$ cat src/design/eam_pkg.sv
// eam_pkg: shared widths, register indexes and reset values for the
// edge-aware moving average block; no dependencies
package eam_pkg;

  localparam int SAMPLE_W       = 8;
  localparam int RECLEN_W       = 15;
  localparam int SWIDTH_W       = 5;
  localparam int CFG_DATA_W     = 15;
  localparam int CFG_IDX_W      = 1;

  localparam int MAX_WIDTH_DEF  = 16;
  localparam int MAX_RECORD_DEF = 16384;

  localparam logic [CFG_IDX_W-1:0] REG_RECORD_LENGTH   = 1'd0;
  localparam logic [CFG_IDX_W-1:0] REG_SMOOTHING_WIDTH = 1'd1;

  localparam logic [RECLEN_W-1:0] RECLEN_RESET = 15'd1024;
  localparam logic [SWIDTH_W-1:0] SWIDTH_RESET = 5'd1;

endpackage

$ cat src/design/eam_in_if.sv
// eam_in_if: sample input channel, valid/ready handshake
// depends on eam_pkg
interface eam_in_if;
  import eam_pkg::*;

  logic                valid;
  logic                ready;
  logic [SAMPLE_W-1:0] sample;

  modport source (output valid, output sample, input ready);
  modport sink (input valid, input sample, output ready);
endinterface

$ cat src/design/eam_out_if.sv
// eam_out_if: smoothed result channel, valid/ready handshake
// depends on eam_pkg
interface eam_out_if;
  import eam_pkg::*;

  logic                valid;
  logic                ready;
  logic [SAMPLE_W-1:0] smoothed;
  logic                last_of_run;
  logic                end_of_record;

  modport source (output valid, output smoothed, output last_of_run, output end_of_record,
                  input ready);
  modport sink (input valid, input smoothed, input last_of_run, input end_of_record,
                output ready);
endinterface

$ cat src/design/eam_window_mem.sv
// eam_window_mem: sample window store, one write and one read port,
// read data registered; depends on eam_pkg
module eam_window_mem #(
  parameter int DEPTH  = eam_pkg::MAX_WIDTH_DEF + 1,
  parameter int ADDR_W = $clog2(DEPTH)
) (
  input  logic                         clk,
  input  logic                         we,
  input  logic [ADDR_W-1:0]            waddr,
  input  logic [eam_pkg::SAMPLE_W-1:0] wdata,
  input  logic                         re,
  input  logic [ADDR_W-1:0]            raddr,
  output logic [eam_pkg::SAMPLE_W-1:0] rdata
);
  import eam_pkg::*;

  logic [SAMPLE_W-1:0] mem [DEPTH];

  always_ff @(posedge clk) begin
    if (we) begin
      mem[waddr] <= wdata;
    end
    if (re) begin
      rdata <= mem[raddr];
    end
  end

endmodule

$ cat src/design/eam_divider.sv
// eam_divider: restoring divider, one quotient bit per cycle, for sums
// whose quotient fits a sample; depends on eam_pkg
module eam_divider #(
  parameter int CNT_W = 5,
  parameter int SUM_W = eam_pkg::SAMPLE_W + CNT_W
) (
  input  logic                         clk,
  input  logic                         rst,
  input  logic                         start,
  input  logic [SUM_W-1:0]             dividend,
  input  logic [CNT_W-1:0]             divisor,
  output logic                         done,
  output logic [eam_pkg::SAMPLE_W-1:0] quotient
);
  import eam_pkg::*;

  localparam int STEP_W = $clog2(SAMPLE_W);

  logic [SUM_W-1:0]    rem;
  logic [SUM_W-1:0]    dsh;
  logic [STEP_W-1:0]   step;
  logic                busy;
  logic                ge;

  assign ge = (rem >= dsh);

  always_ff @(posedge clk) begin
    if (rst) begin
      busy <= 1'b0;
      done <= 1'b0;
    end else begin
      done <= 1'b0;
      if (start) begin
        rem  <= dividend;
        dsh  <= SUM_W'(divisor) << (SAMPLE_W - 1);
        step <= '0;
        busy <= 1'b1;
      end else if (busy) begin
        if (ge) begin
          rem <= rem - dsh;
        end
        quotient <= {quotient[SAMPLE_W-2:0], ge};
        dsh      <= dsh >> 1;
        step     <= step + STEP_W'(1);
        if (step == STEP_W'(SAMPLE_W - 1)) begin
          busy <= 1'b0;
          done <= 1'b1;
        end
      end
    end
  end

endmodule

$ cat src/design/edge_aware_moving_average.sv
// Edge-aware centered moving average over a record of 8-bit samples.
// Channels: samples (sink) takes one raw sample per transfer; results
// (source) gives smoothed samples with last_of_run and end_of_record.
// Configuration: cfg_we/cfg_index/cfg_data write record_length (index 0)
// or smoothing_width (index 1); write only while the block is idle.
// Each sample is written into the window memory; the outputs it releases
// are then computed one at a time: the 2m+1 window terms (m up to
// width/2) plus an optional extra term are read from the memory one per
// cycle, summed, and divided by the term count in the divider.
// samples.ready is high only between items. The result register lets a
// result wait while the block returns for the next sample; a stalled
// receiver holds the next result in the divider until it is taken.
// Reset (rst, synchronous) restores record_length 1024 and width 1 and
// starts a new record; the window memory is not cleared.
module edge_aware_moving_average #(
  parameter int MAX_WIDTH  = eam_pkg::MAX_WIDTH_DEF,
  parameter int MAX_RECORD = eam_pkg::MAX_RECORD_DEF
) (
  input  logic                           clk,
  input  logic                           rst,
  input  logic                           cfg_we,
  input  logic [eam_pkg::CFG_IDX_W-1:0]  cfg_index,
  input  logic [eam_pkg::CFG_DATA_W-1:0] cfg_data,
  eam_in_if.sink                         samples,
  eam_out_if.source                      results
);
  import eam_pkg::*;

  localparam int DEPTH  = MAX_WIDTH + 1;
  localparam int SLOT_W = $clog2(DEPTH);
  localparam int IDX_W  = $clog2(MAX_RECORD);
  localparam int WID_W  = $clog2(MAX_WIDTH + 1);
  localparam int HALF_W = $clog2(MAX_WIDTH / 2 + 1);
  localparam int CNT_W  = $clog2(MAX_WIDTH + 3);
  localparam int SUM_W  = SAMPLE_W + CNT_W;
  localparam int CMP_W  = (IDX_W + 1 > HALF_W) ? IDX_W + 1 : HALF_W;

  typedef enum logic [2:0] {
    S_IDLE, S_CHECK, S_SETUP, S_READ, S_DRAIN, S_DIV_GO, S_DIV_WAIT, S_PUSH
  } state_t;

  state_t              state;

  logic [RECLEN_W-1:0] record_length;
  logic [SWIDTH_W-1:0] smoothing_width;

  logic [IDX_W-1:0]    sample_index;
  logic [IDX_W-1:0]    emit_index;
  logic [SLOT_W-1:0]   wslot;

  logic [IDX_W-1:0]    i_cur;
  logic [SLOT_W-1:0]   slot_cur;
  logic                final_r;
  logic [IDX_W:0]      stop_r;
  logic [HALF_W-1:0]   half_r;
  logic                odd_r;

  logic [SLOT_W-1:0]   k;
  logic [HALF_W:0]     n_left;
  logic [SLOT_W-1:0]   extra_k;
  logic                extra_pend;
  logic [CNT_W-1:0]    count;
  logic [SUM_W-1:0]    sum;
  logic                rd_pend;

  logic                out_valid;
  logic [SAMPLE_W-1:0] out_smoothed;
  logic                out_last;
  logic                out_eor;

  logic [IDX_W:0]      len_eff;
  logic [WID_W-1:0]    w_eff;
  logic [HALF_W-1:0]   half_c;
  logic                odd_c;
  logic [IDX_W:0]      idx_plus1;
  logic                fin_c;
  logic [IDX_W:0]      stop_c;

  logic [IDX_W-1:0]    dj;
  logic [CMP_W-1:0]    m_c;
  logic [HALF_W-1:0]   m_sel;
  logic                extra_c;

  logic                accept;
  logic                emit_more;
  logic                push_ok;
  logic                last_c;
  logic                do_finish;

  logic                rd_en;
  logic [SLOT_W-1:0]   rd_addr;
  logic [SAMPLE_W-1:0] rd_data;

  logic                div_start;
  logic                div_done;
  logic [SAMPLE_W-1:0] div_quot;

  // effective record length and width after saturation
  always_comb begin
    if (record_length == '0) begin
      len_eff = (IDX_W + 1)'(1);
    end else if (32'(record_length) > 32'(MAX_RECORD)) begin
      len_eff = (IDX_W + 1)'(MAX_RECORD);
    end else begin
      len_eff = (IDX_W + 1)'(record_length);
    end
    if (32'(smoothing_width) > 32'(MAX_WIDTH)) begin
      w_eff = WID_W'(MAX_WIDTH);
    end else begin
      w_eff = WID_W'(smoothing_width);
    end
  end

  assign half_c    = HALF_W'(w_eff >> 1);
  assign odd_c     = w_eff[0] && (half_c != '0);
  assign idx_plus1 = {1'b0, sample_index} + (IDX_W + 1)'(1);
  assign fin_c     = (idx_plus1 >= len_eff);

  // index one past the last output this sample releases
  always_comb begin
    if (fin_c) begin
      stop_c = idx_plus1;
    end else if (CMP_W'(sample_index) >= CMP_W'(half_c)) begin
      stop_c = (IDX_W + 1)'(CMP_W'(idx_plus1) - CMP_W'(half_c));
    end else begin
      stop_c = '0;
    end
  end

  // symmetric pair count limited by both record edges
  assign dj = i_cur - emit_index;
  always_comb begin
    m_c = CMP_W'(half_r);
    if (CMP_W'(emit_index) < m_c) begin
      m_c = CMP_W'(emit_index);
    end
    if (CMP_W'(dj) < m_c) begin
      m_c = CMP_W'(dj);
    end
  end
  assign m_sel   = HALF_W'(m_c);
  assign extra_c = odd_r && (CMP_W'(half_r) <= CMP_W'(dj));

  // window slot of the sample k places before the current one
  always_comb begin
    if (k > slot_cur) begin
      rd_addr = SLOT_W'({1'b0, slot_cur} + (SLOT_W + 1)'(DEPTH) - {1'b0, k});
    end else begin
      rd_addr = slot_cur - k;
    end
  end

  assign accept    = samples.valid && samples.ready;
  assign emit_more = ({1'b0, emit_index} < stop_r);
  assign push_ok   = !out_valid || results.ready;
  assign last_c    = (({1'b0, emit_index} + (IDX_W + 1)'(1)) == stop_r);
  assign do_finish = (state == S_CHECK && !emit_more) ||
                     (state == S_PUSH && push_ok && last_c);
  assign rd_en     = (state == S_READ);
  assign div_start = (state == S_DIV_GO);

  assign samples.ready         = (state == S_IDLE);
  assign results.valid         = out_valid;
  assign results.smoothed      = out_smoothed;
  assign results.last_of_run   = out_last;
  assign results.end_of_record = out_eor;

  always_ff @(posedge clk) begin
    if (rst) begin
      record_length   <= RECLEN_RESET;
      smoothing_width <= SWIDTH_RESET;
    end else if (cfg_we) begin
      unique case (cfg_index)
        REG_RECORD_LENGTH:   record_length   <= cfg_data[RECLEN_W-1:0];
        REG_SMOOTHING_WIDTH: smoothing_width <= cfg_data[SWIDTH_W-1:0];
        default: ;
      endcase
    end
  end

  always_ff @(posedge clk) begin
    if (rst) begin
      state        <= S_IDLE;
      sample_index <= '0;
      emit_index   <= '0;
      wslot        <= '0;
      rd_pend      <= 1'b0;
      out_valid    <= 1'b0;
    end else begin
      rd_pend <= rd_en;
      if (state == S_PUSH && push_ok) begin
        out_valid <= 1'b1;
      end else if (results.ready) begin
        out_valid <= 1'b0;
      end
      if (state == S_SETUP) begin
        sum <= '0;
      end else if (rd_pend) begin
        sum <= sum + SUM_W'(rd_data);
      end

      unique case (state)
        S_IDLE: begin
          if (accept) begin
            i_cur    <= sample_index;
            slot_cur <= wslot;
            final_r  <= fin_c;
            stop_r   <= stop_c;
            half_r   <= half_c;
            odd_r    <= odd_c;
            state    <= S_CHECK;
          end
        end
        S_CHECK: begin
          state <= emit_more ? S_SETUP : S_IDLE;
        end
        S_SETUP: begin
          k          <= SLOT_W'(dj) + SLOT_W'(m_sel);
          n_left     <= {m_sel, 1'b0};
          extra_k    <= SLOT_W'(dj) - SLOT_W'(half_r);
          extra_pend <= extra_c;
          count      <= CNT_W'({m_sel, 1'b0}) + CNT_W'(1) + CNT_W'(extra_c);
          state      <= S_READ;
        end
        S_READ: begin
          if (n_left != '0) begin
            k      <= k - SLOT_W'(1);
            n_left <= n_left - (HALF_W + 1)'(1);
          end else if (extra_pend) begin
            k          <= extra_k;
            extra_pend <= 1'b0;
          end else begin
            state <= S_DRAIN;
          end
        end
        S_DRAIN: begin
          state <= S_DIV_GO;
        end
        S_DIV_GO: begin
          state <= S_DIV_WAIT;
        end
        S_DIV_WAIT: begin
          if (div_done) begin
            state <= S_PUSH;
          end
        end
        S_PUSH: begin
          if (push_ok) begin
            out_smoothed <= div_quot;
            out_last     <= last_c;
            out_eor      <= final_r && (emit_index == i_cur);
            // the final output of a record restarts the emit count
            emit_index   <= (last_c && final_r) ? '0 : emit_index + IDX_W'(1);
            state        <= last_c ? S_IDLE : S_SETUP;
          end
        end
        default: state <= S_IDLE;
      endcase

      // record bookkeeping once all outputs of the sample are out
      if (do_finish) begin
        if (final_r) begin
          sample_index <= '0;
          wslot        <= '0;
        end else begin
          sample_index <= i_cur + IDX_W'(1);
          wslot        <= (slot_cur == SLOT_W'(DEPTH - 1)) ? '0 : slot_cur + SLOT_W'(1);
        end
      end
    end
  end

  eam_window_mem #(
    .DEPTH  (DEPTH),
    .ADDR_W (SLOT_W)
  ) u_mem (
    .clk   (clk),
    .we    (accept),
    .waddr (wslot),
    .wdata (samples.sample),
    .re    (rd_en),
    .raddr (rd_addr),
    .rdata (rd_data)
  );

  eam_divider #(
    .CNT_W (CNT_W),
    .SUM_W (SUM_W)
  ) u_div (
    .clk      (clk),
    .rst      (rst),
    .start    (div_start),
    .dividend (sum),
    .divisor  (count),
    .done     (div_done),
    .quotient (div_quot)
  );

`ifndef SYNTHESIS
  a_setup_pending: assert property (@(posedge clk) disable iff (rst)
    state == S_SETUP |-> ({1'b0, emit_index} < stop_r))
    else $error("output setup with no pending output");

  a_div_done_wait: assert property (@(posedge clk) disable iff (rst)
    div_done |-> state == S_DIV_WAIT)
    else $error("divider finished outside its wait state");

  a_eor_last: assert property (@(posedge clk) disable iff (rst)
    out_valid && out_eor |-> out_last)
    else $error("end of record on a result that is not last of run");

  a_no_read_idle: assert property (@(posedge clk) disable iff (rst)
    samples.ready |-> !rd_pend)
    else $error("window read still in flight while taking a sample");

  a_finish_next_idle: assert property (@(posedge clk) disable iff (rst)
    do_finish |=> state == S_IDLE)
    else $error("sample finished but sequencer not back to idle");
`endif

endmodule

$ cat src/flat_wrapper.sv
// flat-port wrapper written by rule: the top's interface ports become plain ports
module edge_aware_moving_average_flat import eam_pkg::*;
#(
  parameter int MAX_WIDTH  = eam_pkg::MAX_WIDTH_DEF,
  parameter int MAX_RECORD = eam_pkg::MAX_RECORD_DEF
)
  (clk, rst, cfg_we, cfg_index, cfg_data, samples_valid, samples_sample, samples_ready, results_valid, results_smoothed, results_last_of_run, results_end_of_record, results_ready);
  eam_in_if samples_i ();
  eam_out_if results_i ();
  input  logic clk;
  input  logic rst;
  input  logic cfg_we;
  input  logic [eam_pkg::CFG_IDX_W-1:0] cfg_index;
  input  logic [eam_pkg::CFG_DATA_W-1:0] cfg_data;
  input wire logic [$bits(samples_i.valid)-1:0] samples_valid;
  input wire logic [$bits(samples_i.sample)-1:0] samples_sample;
  output wire logic [$bits(samples_i.ready)-1:0] samples_ready;
  output wire logic [$bits(results_i.valid)-1:0] results_valid;
  output wire logic [$bits(results_i.smoothed)-1:0] results_smoothed;
  output wire logic [$bits(results_i.last_of_run)-1:0] results_last_of_run;
  output wire logic [$bits(results_i.end_of_record)-1:0] results_end_of_record;
  input wire logic [$bits(results_i.ready)-1:0] results_ready;
  assign samples_i.valid = samples_valid;
  assign samples_i.sample = samples_sample;
  assign samples_ready = samples_i.ready;
  assign results_valid = results_i.valid;
  assign results_smoothed = results_i.smoothed;
  assign results_last_of_run = results_i.last_of_run;
  assign results_end_of_record = results_i.end_of_record;
  assign results_i.ready = results_ready;
  edge_aware_moving_average #(.MAX_WIDTH(MAX_WIDTH), .MAX_RECORD(MAX_RECORD)) u_core (.clk(clk), .rst(rst), .cfg_we(cfg_we), .cfg_index(cfg_index), .cfg_data(cfg_data), .samples(samples_i), .results(results_i));
endmodule
$ cat config.mk
export PLATFORM = sky130hd
export DESIGN_NAME = edge_aware_moving_average_flat
export DESIGN_NICKNAME = d
export VERILOG_FILES = /design/src/design/eam_pkg.sv /design/src/design/eam_in_if.sv /design/src/design/eam_out_if.sv /design/src/design/eam_window_mem.sv /design/src/design/eam_divider.sv /design/src/design/edge_aware_moving_average.sv /design/src/flat_wrapper.sv
export SDC_FILE = /design/constraint.sdc
export NUM_CORES = 1
export LEC_CHECK = 0
export ABC_CLOCK_PERIOD_IN_PS = 14870
export BUFFER_PORTS_ARGS = -buffer_cell sky130_fd_sc_hd__clkbuf_2
export CORE_MARGIN = 3
export CORE_UTILIZATION = 40
export DETAILED_ROUTE_END_ITERATION = 10
export PLACE_DENSITY_LB_ADDON = 0.08
export SYNTH_ARGS = -nofsm -noshare
export SYNTH_HDL_FRONTEND = slang
export SYNTH_SLANG_ARGS = --single-unit
$ cat constraint.sdc
create_clock -name clk -period 14.87 [get_ports clk]
set_input_delay 0 -clock clk [delete_from_list [all_inputs] [get_ports clk]]
set_output_delay 0 -clock clk [all_outputs]
set_load 0.005 [all_outputs]
==> results of run 1 <==
==> timing repair <==
action,4_1_cts,5_1_grt
hold buffers,39,0
endpoints found under the hold margin,159,0
resized for setup,0,0
==> cells in the final DEF, fill, tap and decap left out, drive strengths merged, types with 5 or more instances in the layout <==
cell,synthesis,routed
a211oi,8,8
or2,7,7
o21ai,73,73
o221ai,7,7
a21o,22,22
and4,7,7
xnor2,61,61
clkbuf,41,90
ha,118,118
nor2,109,109
nand4,21,21
inv,114,115
nor2b,22,22
a31oi,5,5
edfxtp,264,264
dlygate4sd3,0,39
nor3,27,27
mux2i,16,16
o21a,6,6
a21oi,106,106
or3,27,27
nand2b,13,13
and3,11,11
or4,5,5
fa,10,10
xor2,44,44
and2,11,11
o41ai,6,6
nand3,56,56
conb,1,10
nor4,14,14
o211ai,5,5
o2111ai,10,10
buf,12,12
mux4,25,25
nand2,169,169
dfxtp,60,60
o31ai,6,6
clkinv,1,15
==> per-layer routing <==
metal  wire length, µm  vias to the layer above
met4               707                        0
met5                 0                        -
li1                  -                     5869
met1             20600                     5657
met3              1750                       48
met2             18100                      244
==> registers in the layout, summed over array words and instances (netlist names), 3 cells and up <==
signal                   flops
u_core.n_left                5
u_core.i_cur                14
u_core.state                 3
u_core.emit_index           14
u_core.count                 5
u_core.half_r                4
u_core.sum                  13
u_core.sample_index         14
u_core.u_div.quotient        8
u_core.u_div.rem            13
u_core.extra_k               5
u_core.smoothing_width       5
u_core.record_length        15
u_core.u_mem.mem           136
u_core.u_mem.rdata           8
u_core.u_div.step            3
u_core.stop_r               15
u_core.results.smoothed      8
u_core.slot_cur              5
u_core.wslot                 5
u_core.k                     5
u_core.u_div.dsh            12
==> metrics by stage <==
stage / worst slack [ns] / std cells / area [µm²] / total power (µW)
2_1_floorplan: 9.55 / 1577 / 17500 / 1220
3_3_place_gp: 9.06 / 2153 / 18300 / 1300
3_5_place_dp: 8.97 / 2153 / 18300 / 1310
4_1_cts: 8.89 / 2261 / 20000 / 2260
5_1_grt: 8.47 / 2261 / 20000 / 2330
6_report: 8.88 / 2261 / 20000 / 2230
==> area by class of cell <==
cell class | count | area, µm²
clock inverter | 19 | 229
inverter | 115 | 432
multi-input combinational | 1085 | 7730
timing repair buffer | 91 | 681
tap | 577 | 722
clock buffer | 50 | 1040
sequential | 324 | 9130
fill | 3973 | 22500
==> critical path: stages, from the launching register on <==
cell,delay (ns)
sky130_fd_sc_hd__dfxtp_1,0.53
sky130_fd_sc_hd__ha_1,0.24
sky130_fd_sc_hd__inv_1,0.05
sky130_fd_sc_hd__fa_1,0.39
sky130_fd_sc_hd__a21o_1,0.17
sky130_fd_sc_hd__a21o_1,0.23
sky130_fd_sc_hd__a221oi_2,0.40
sky130_fd_sc_hd__xnor2_1,0.19
sky130_fd_sc_hd__ha_1,0.29
sky130_fd_sc_hd__a41o_1,0.23
sky130_fd_sc_hd__a21o_1,0.17
sky130_fd_sc_hd__a2111oi_0,0.39
sky130_fd_sc_hd__o21bai_1,0.15
sky130_fd_sc_hd__a2111oi_0,0.46
sky130_fd_sc_hd__a21oi_2,0.24
sky130_fd_sc_hd__mux2i_1,0.36
sky130_fd_sc_hd__ha_1,0.25
sky130_fd_sc_hd__inv_1,0.06
sky130_fd_sc_hd__fa_1,0.41
sky130_fd_sc_hd__inv_1,0.07
sky130_fd_sc_hd__a21o_1,0.10
sky130_fd_sc_hd__a21oi_1,0.07
sky130_fd_sc_hd__xor2_1,0.12
sky130_fd_sc_hd__o21ai_0,0.08
==> worst max-delay path by stage <==
| stage | from | end | slack [ns] |
|---|---|---|---|
| after detailed placement | u_core.emit_index[0] | u_core.k[4] | 8.97 |
| after global routing | u_core.emit_index[0] | u_core.k[3] | 8.47 |
| after CTS | u_core.emit_index[0] | u_core.k[4] | 8.89 |
| after floorplan | u_core.emit_index[0] | u_core.k[3] | 9.55 |
| after global placement | u_core.emit_index[0] | u_core.k[3] | 9.06 |
| final | u_core.emit_index[0] | u_core.k[4] | 8.88 |
==> power by group <==
group	internal [µW]	switching, µW
clock	550	390
combinational	112	160
sequential	1000	16.4
==> cells by family (layout without fill, tap and decap cells) <==
family	after synthesis	count (layout)	synth area share, %
AND/OR/NAND/NOR	514	514	14.4
AO/OA/AOI/OAI	284	284	10.1
XOR/XNOR	105	105	5.27
buffers and inverters	168	275	3.83
flip-flops	324	324	52.4
adder cells (fa/ha/maj)	128	128	9.62
multiplexers	44	44	4.34
other	1	10	0.0215
==> flow_summary.toml, run 1 <==
[worst_hold_path]
worst_hold_start = "cfg_data[14]"
whs_path_depth = 4
min_to = "u_core.record_length[14]"
timing.hold.worst.class = "input port to flip-flop"

[die]
starting_utilization_of_the_core_area_pct = 41.0
placement_rows = 75
die_w_um = 215
die_area_um2 = 46100
placeableCoreArea_um2 = 42500
design.portCount = 41
die-height_um = 215

[clock_network]
tritoncts = "built"
cts_sinks = 324
clk_root_buffer_cell = "sky130_fd_sc_hd__clkbuf_16"
postCtsSetupBuffers = 0
htreeDepth = 2
ctsLongestPathBuffers = 3
cts_buffers = 38
path_clk_slew_ns = 0.06
clk_latency_ns = 0.58

[synthesis]
post_synth_inst_count = 1568
seq_area_frac_synth_pct = 52.4
yosys.cell_count.top_type = "sky130_fd_sc_hd__edfxtp_1"
post_synth_top_area_cell = "sky130_fd_sc_hd__edfxtp_1"
synth.ff_latch_count = 324
synth-main-ff-cell = "sky130_fd_sc_hd__edfxtp_1"
synth_top_area_share_pct = 45.5
syn_area_per_cell_um2 = 11.1
synthArstFlopShare_pct = 0
mappedNetlistArea_um2 = 17400
synth_enable_flop_cells = 264
most_frequent_cells_after_synthesis = "264 x sky130_fd_sc_hd__edfxtp_1, 169 x sky130_fd_sc_hd__nand2_1, 118 x sky130_fd_sc_hd__ha_1"
distinct_cell_type_count_of_the_synthesized_netlist = 76
synth.area.top_cells = "sky130_fd_sc_hd__edfxtp_1 45%, sky130_fd_sc_hd__ha_1 8.5%, sky130_fd_sc_hd__dfxtp_1 6.9%"
yosys_warnings = 0

[critical_path]
worst_r2r_endpoint = "u_core.k[4]"
critical_path_required_ns = 15.14
worst-r2r-setup-slack_ns = 8.88
endpoint_kind = "flip-flop"
reg2regPathDepth = 23
criticalPathCategory = "flip-flop to flip-flop"
critical_path_peak_fanout = 10
worstReg2RegStart = "u_core.emit_index[0]"
timing.critical_path.arrival_ns = 6.26
critPathLaunchType = "flip-flop"

[place]
gp_congestion = 0.835
dpl.hpwl_mm = 28.7
port_buf_inserts = 40

[timing]
setup_viol = 0
number_of_max_slew_violations_in_the_final_report = 0
fmaxAchievable_ghz = 0.167
relSlewSlack_pct = 28.6
period_needed_ns = 5.99
clock-skew-final_ns = 0.0402
worst_slew_pin_slew_ns = 1.07
smallest_hold_slack_ns = 0.205
timing.final.hold_violations = 0
timing.setup.tns_ns = 0
fin_crit_sh_pct = 40.3
grt_setup_unrepaired = "no"

[global_route]
global_route_wire_length_before_repair_mm = 65.7
grtUsageTotal_pct = 17.8
overflow = 0
antenna_found_initial = 0
grt.busiest_layer = "met2"
use_met3_pct = 2.44
grt_pass1_vias = 11643
grt_use_met2_pct = 27.1
grt.met1_usage_pct = 26.8
pin_count_of_the_biggest_net_entering_global_routing = 47

[route]
drt_wl_total_mm = 41.1
drt_first_iter_violations = 877
drt_first_pass_iters = 6
routed_length_per_instance_um = 18.2
detailroute.via_count = 11818
post-route-drc-count = 0
antenna_violating_nets_post_route = 0
vias_per_cell = 5.23

[final_layout]
syn2layout_area_growth_pct = 14.5
finalNetCount = 1812
postLayoutCoreUtil_pct = 47.0
drive_above_1_share_pct = 9.68
antenna_cells_inserted = 0

[job]
cap_violations = 0

[power_and_ir_drop]
power.density_nw_per_um2 = 112
irDropWorstVdd_uv = 84.5
cellLeakagePower_uw = 0.00746

[status]
run_status = "finished clean"
Note: power is estimated with default switching activity, not from simulation.
==> inputs of run 2 (changes only) <==
--- a/config.mk
+++ b/config.mk
@@ -5,7 +5,8 @@
 export SDC_FILE = /design/constraint.sdc
 export NUM_CORES = 1
 export LEC_CHECK = 0
-export ABC_CLOCK_PERIOD_IN_PS = 14870
+export ABC_AREA = 1
+export ABC_CLOCK_PERIOD_IN_PS = 5800
 export BUFFER_PORTS_ARGS = -buffer_cell sky130_fd_sc_hd__clkbuf_2
 export CORE_MARGIN = 3
 export CORE_UTILIZATION = 40
==> constraint.sdc (replaced) <==
create_clock -name clk -period 5.8 [get_ports clk]
set_input_delay 0 -clock clk [delete_from_list [all_inputs] [get_ports clk]]
set_output_delay 0 -clock clk [all_outputs]
set_load 0.005 [all_outputs]
==> run 2 against run 1 <==
Area after synthesis up 4.2%. Worst setup slack worse by 7.9 ns. Non-clock buffer count unchanged. Critical path type unchanged.
==> flow_summary.toml, run 2 <==
[final_layout]
antenna_cells_inserted = 0
postLayoutCoreUtil_pct = 46.4
filler_cell_count = 4352
finalNetCount = 2300
syn2layout_area_growth_pct = 13.8
final_cell_mix = "503 x sky130_fd_sc_hd__nand2_1, 264 x sky130_fd_sc_hd__edfxtp_1, 236 x sky130_fd_sc_hd__inv_1"
drive_above_1_share_pct = 7.65
reg_top3 = "u_core.u_mem.mem (136), u_core.record_length (15), u_core.stop_r (15)"
stdcell_area_um2 = 20700
largest_register_ff_count = 136
register_with_the_most_flip_flops = "u_core.u_mem.mem"
layout.cells.most_common = "sky130_fd_sc_hd__nand2_1"

[place]
dp_worst_setup_slack_ns = 1.11
port_buf_inserts = 40
placement.cell_area_um2 = 19000
gp_congestion = 0.858
dpl.hpwl_mm = 31.4

[timing]
fmaxAchievable_ghz = 0.209
timing.final.hold_violations = 0
fin_crit_sh_pct = 82.3
worst_slew_pin_slew_ns = 1.19
setup_slack_ns = 1.03
timing.setup.tns_ns = 0
clock-skew-final_ns = 0.0213
number_of_max_slew_violations_in_the_final_report = 0
grt_setup_unrepaired = "no"
setup_viol = 0
relSlewSlack_pct = 20.8
period_needed_ns = 4.77

[die]
placement_rows = 77
placeableCoreArea_um2 = 44500
starting_utilization_of_the_core_area_pct = 40.8
die_area_um2 = 48000
die_w_um = 219
design.portCount = 41
die-height_um = 219

[worst_hold_path]
min_to = "u_core.sample_index[1]"
whs_path_depth = 2
timing.hold.worst.class = "input port to flip-flop"
worst_hold_start = "rst"

[synthesis]
post_synth_top_area_cell = "sky130_fd_sc_hd__edfxtp_1"
post_synth_inst_count = 2052
mappedNetlistArea_um2 = 18200
synth.ff_latch_count = 324
synthArstFlopShare_pct = 0
yosys.cell_count.top_type = "sky130_fd_sc_hd__nand2_1"
distinct_cell_type_count_of_the_synthesized_netlist = 54
synth.area.top_cells = "sky130_fd_sc_hd__edfxtp_1 44%, sky130_fd_sc_hd__nand2_1 10%, sky130_fd_sc_hd__ha_1 8.1%"
most_frequent_cells_after_synthesis = "504 x sky130_fd_sc_hd__nand2_1, 264 x sky130_fd_sc_hd__edfxtp_1, 236 x sky130_fd_sc_hd__inv_1"
synth_top_area_share_pct = 43.6
synth-main-ff-cell = "sky130_fd_sc_hd__edfxtp_1"
syn_area_per_cell_um2 = 8.86
seq_area_frac_synth_pct = 50.2
synth_enable_flop_cells = 264
yosys_warnings = 0

[critical_path]
critical_path.slowest_cell = "sky130_fd_sc_hd__a2111oi_2"
worst-r2r-setup-slack_ns = 1.03
reg2regPathDepth = 28
timing.critical_path.arrival_ns = 5.07
critical_path_peak_fanout = 7
critPathMaxStageDelay_ns = 0.61
critical_path_required_ns = 6.10
criticalPathCategory = "flip-flop to flip-flop"
critPathLaunchType = "flip-flop"
cell_with_the_most_instances_on_the_worst_path = "sky130_fd_sc_hd__nand2_1"
worstReg2RegStart = "u_core.emit_index[2]"
endpoint_kind = "flip-flop"
worst_r2r_endpoint = "u_core.k[4]"

[route]
drt_first_pass_iters = 5
drt_first_iter_violations = 997
drt_wl_total_mm = 44.7
antenna_violating_nets_post_route = 0
vias_per_cell = 5.02
post-route-drc-count = 0
routed_length_per_instance_um = 16.2
detailroute.via_count = 13857

[clock_network]
ctsResizeCount = 0
postCtsSetupBuffers = 0
cts_buffers = 38
path_clk_slew_ns = 0.06
ctsLongestPathBuffers = 3
cts_hold_fix_bufs = 40
htreeDepth = 2
cts_sinks = 324
tritoncts = "built"
clk_root_buffer_cell = "sky130_fd_sc_hd__clkbuf_16"
clk_latency_ns = 0.57

[global_route]
pin_count_of_the_biggest_net_entering_global_routing = 66
global_route_wire_length_before_repair_mm = 72.8
overflow = 0
grtUsageTotal_pct = 19.1
grt_pass1_vias = 13372
antenna_found_initial = 0

[power_and_ir_drop]
irDropWorstVdd_uv = 209
power.density_nw_per_um2 = 303
cellLeakagePower_uw = 0.00874

[job]
cap_violations = 0

[status]
run_status = "finished clean"
[run 2: worst max path at each step]
| stage | from | end | slack [ns] | depth (start not counted) |
|---|---|---|---|---|
| final | u_core.emit_index[2] | u_core.k[4] | 1.03 | 28 |
| after global placement | u_core.emit_index[3] | u_core.k[4] | 1.24 | 27 |
| after global routing | u_core.emit_index[2] | u_core.k[4] | 0.45 | 28 |
| after CTS | u_core.emit_index[2] | u_core.k[4] | 1.07 | 28 |
| after detailed placement | u_core.emit_index[2] | u_core.k[3] | 1.11 | 25 |
| after floorplan | u_core.i_cur[0] | u_core.k[3] | 1.64 | 23 |
[run 2: worst max-delay path: cells and delay by family, from the launching register on]
kind	cells	cell delay (ns)
fa+ha+maj	4	1.02
flops	1	0.50
buf+inv	4	0.33
simple gates	15	1.37
compound gates	5	1.30
[run 2: routing by layer]
layer	part of all wire [%]	GRT usage [%]	wire (µm)
met5	0	0	0
met4	2.3	5.27	1020
met3	4.1	2.63	1840
met2	43	29.4	19300
met1	51	28.2	22600
[run 2: final cells by class]
type                    instances  area [µm²]  share of cell area (%)
repair buffers                 91         683                    3.30
clock buffers                  47        1020                    4.96
inverters                     247         927                    4.48
flip-flops and latches        324        9130                    44.2
multi-input cells            1441        7940                    38.4
clock inverters                21         231                    1.12
well taps                     592         741                    3.58
[run 2: where the power goes]
group | switching (µW) | internal (µW) | total, µW
combinational | 786 | 377 | 1160
sequential | 60.3 | 2620 | 2690
clock | 1010 | 1410 | 2410
total | 1850 | 4410 | 6260
[run 2: through the flow]
stage | total power (µW) | cells | hold WS, ns
2_1_floorplan | 3520 | 2061 | 0.0989
3_3_place_gp | 3870 | 2655 | 0.223
3_5_place_dp | 3880 | 2655 | 0.229
4_1_cts | 6340 | 2763 | 0.0969
5_1_grt | 6600 | 2763 | 0.159
6_report | 6260 | 2763 | 0.141
[run 2: logic make-up (layout without fill, tap and decap cells)]
kind of cell,count (synthesis),in the layout,synth area share (%)
flops,324,324,50.2
fa+ha+maj,128,128,9.23
xor+xnor,49,49,2.40
buf+inv,296,406,6.36
other cells,1,10,0.0206
simple gates,953,953,22.3
compound gates,301,301,9.46
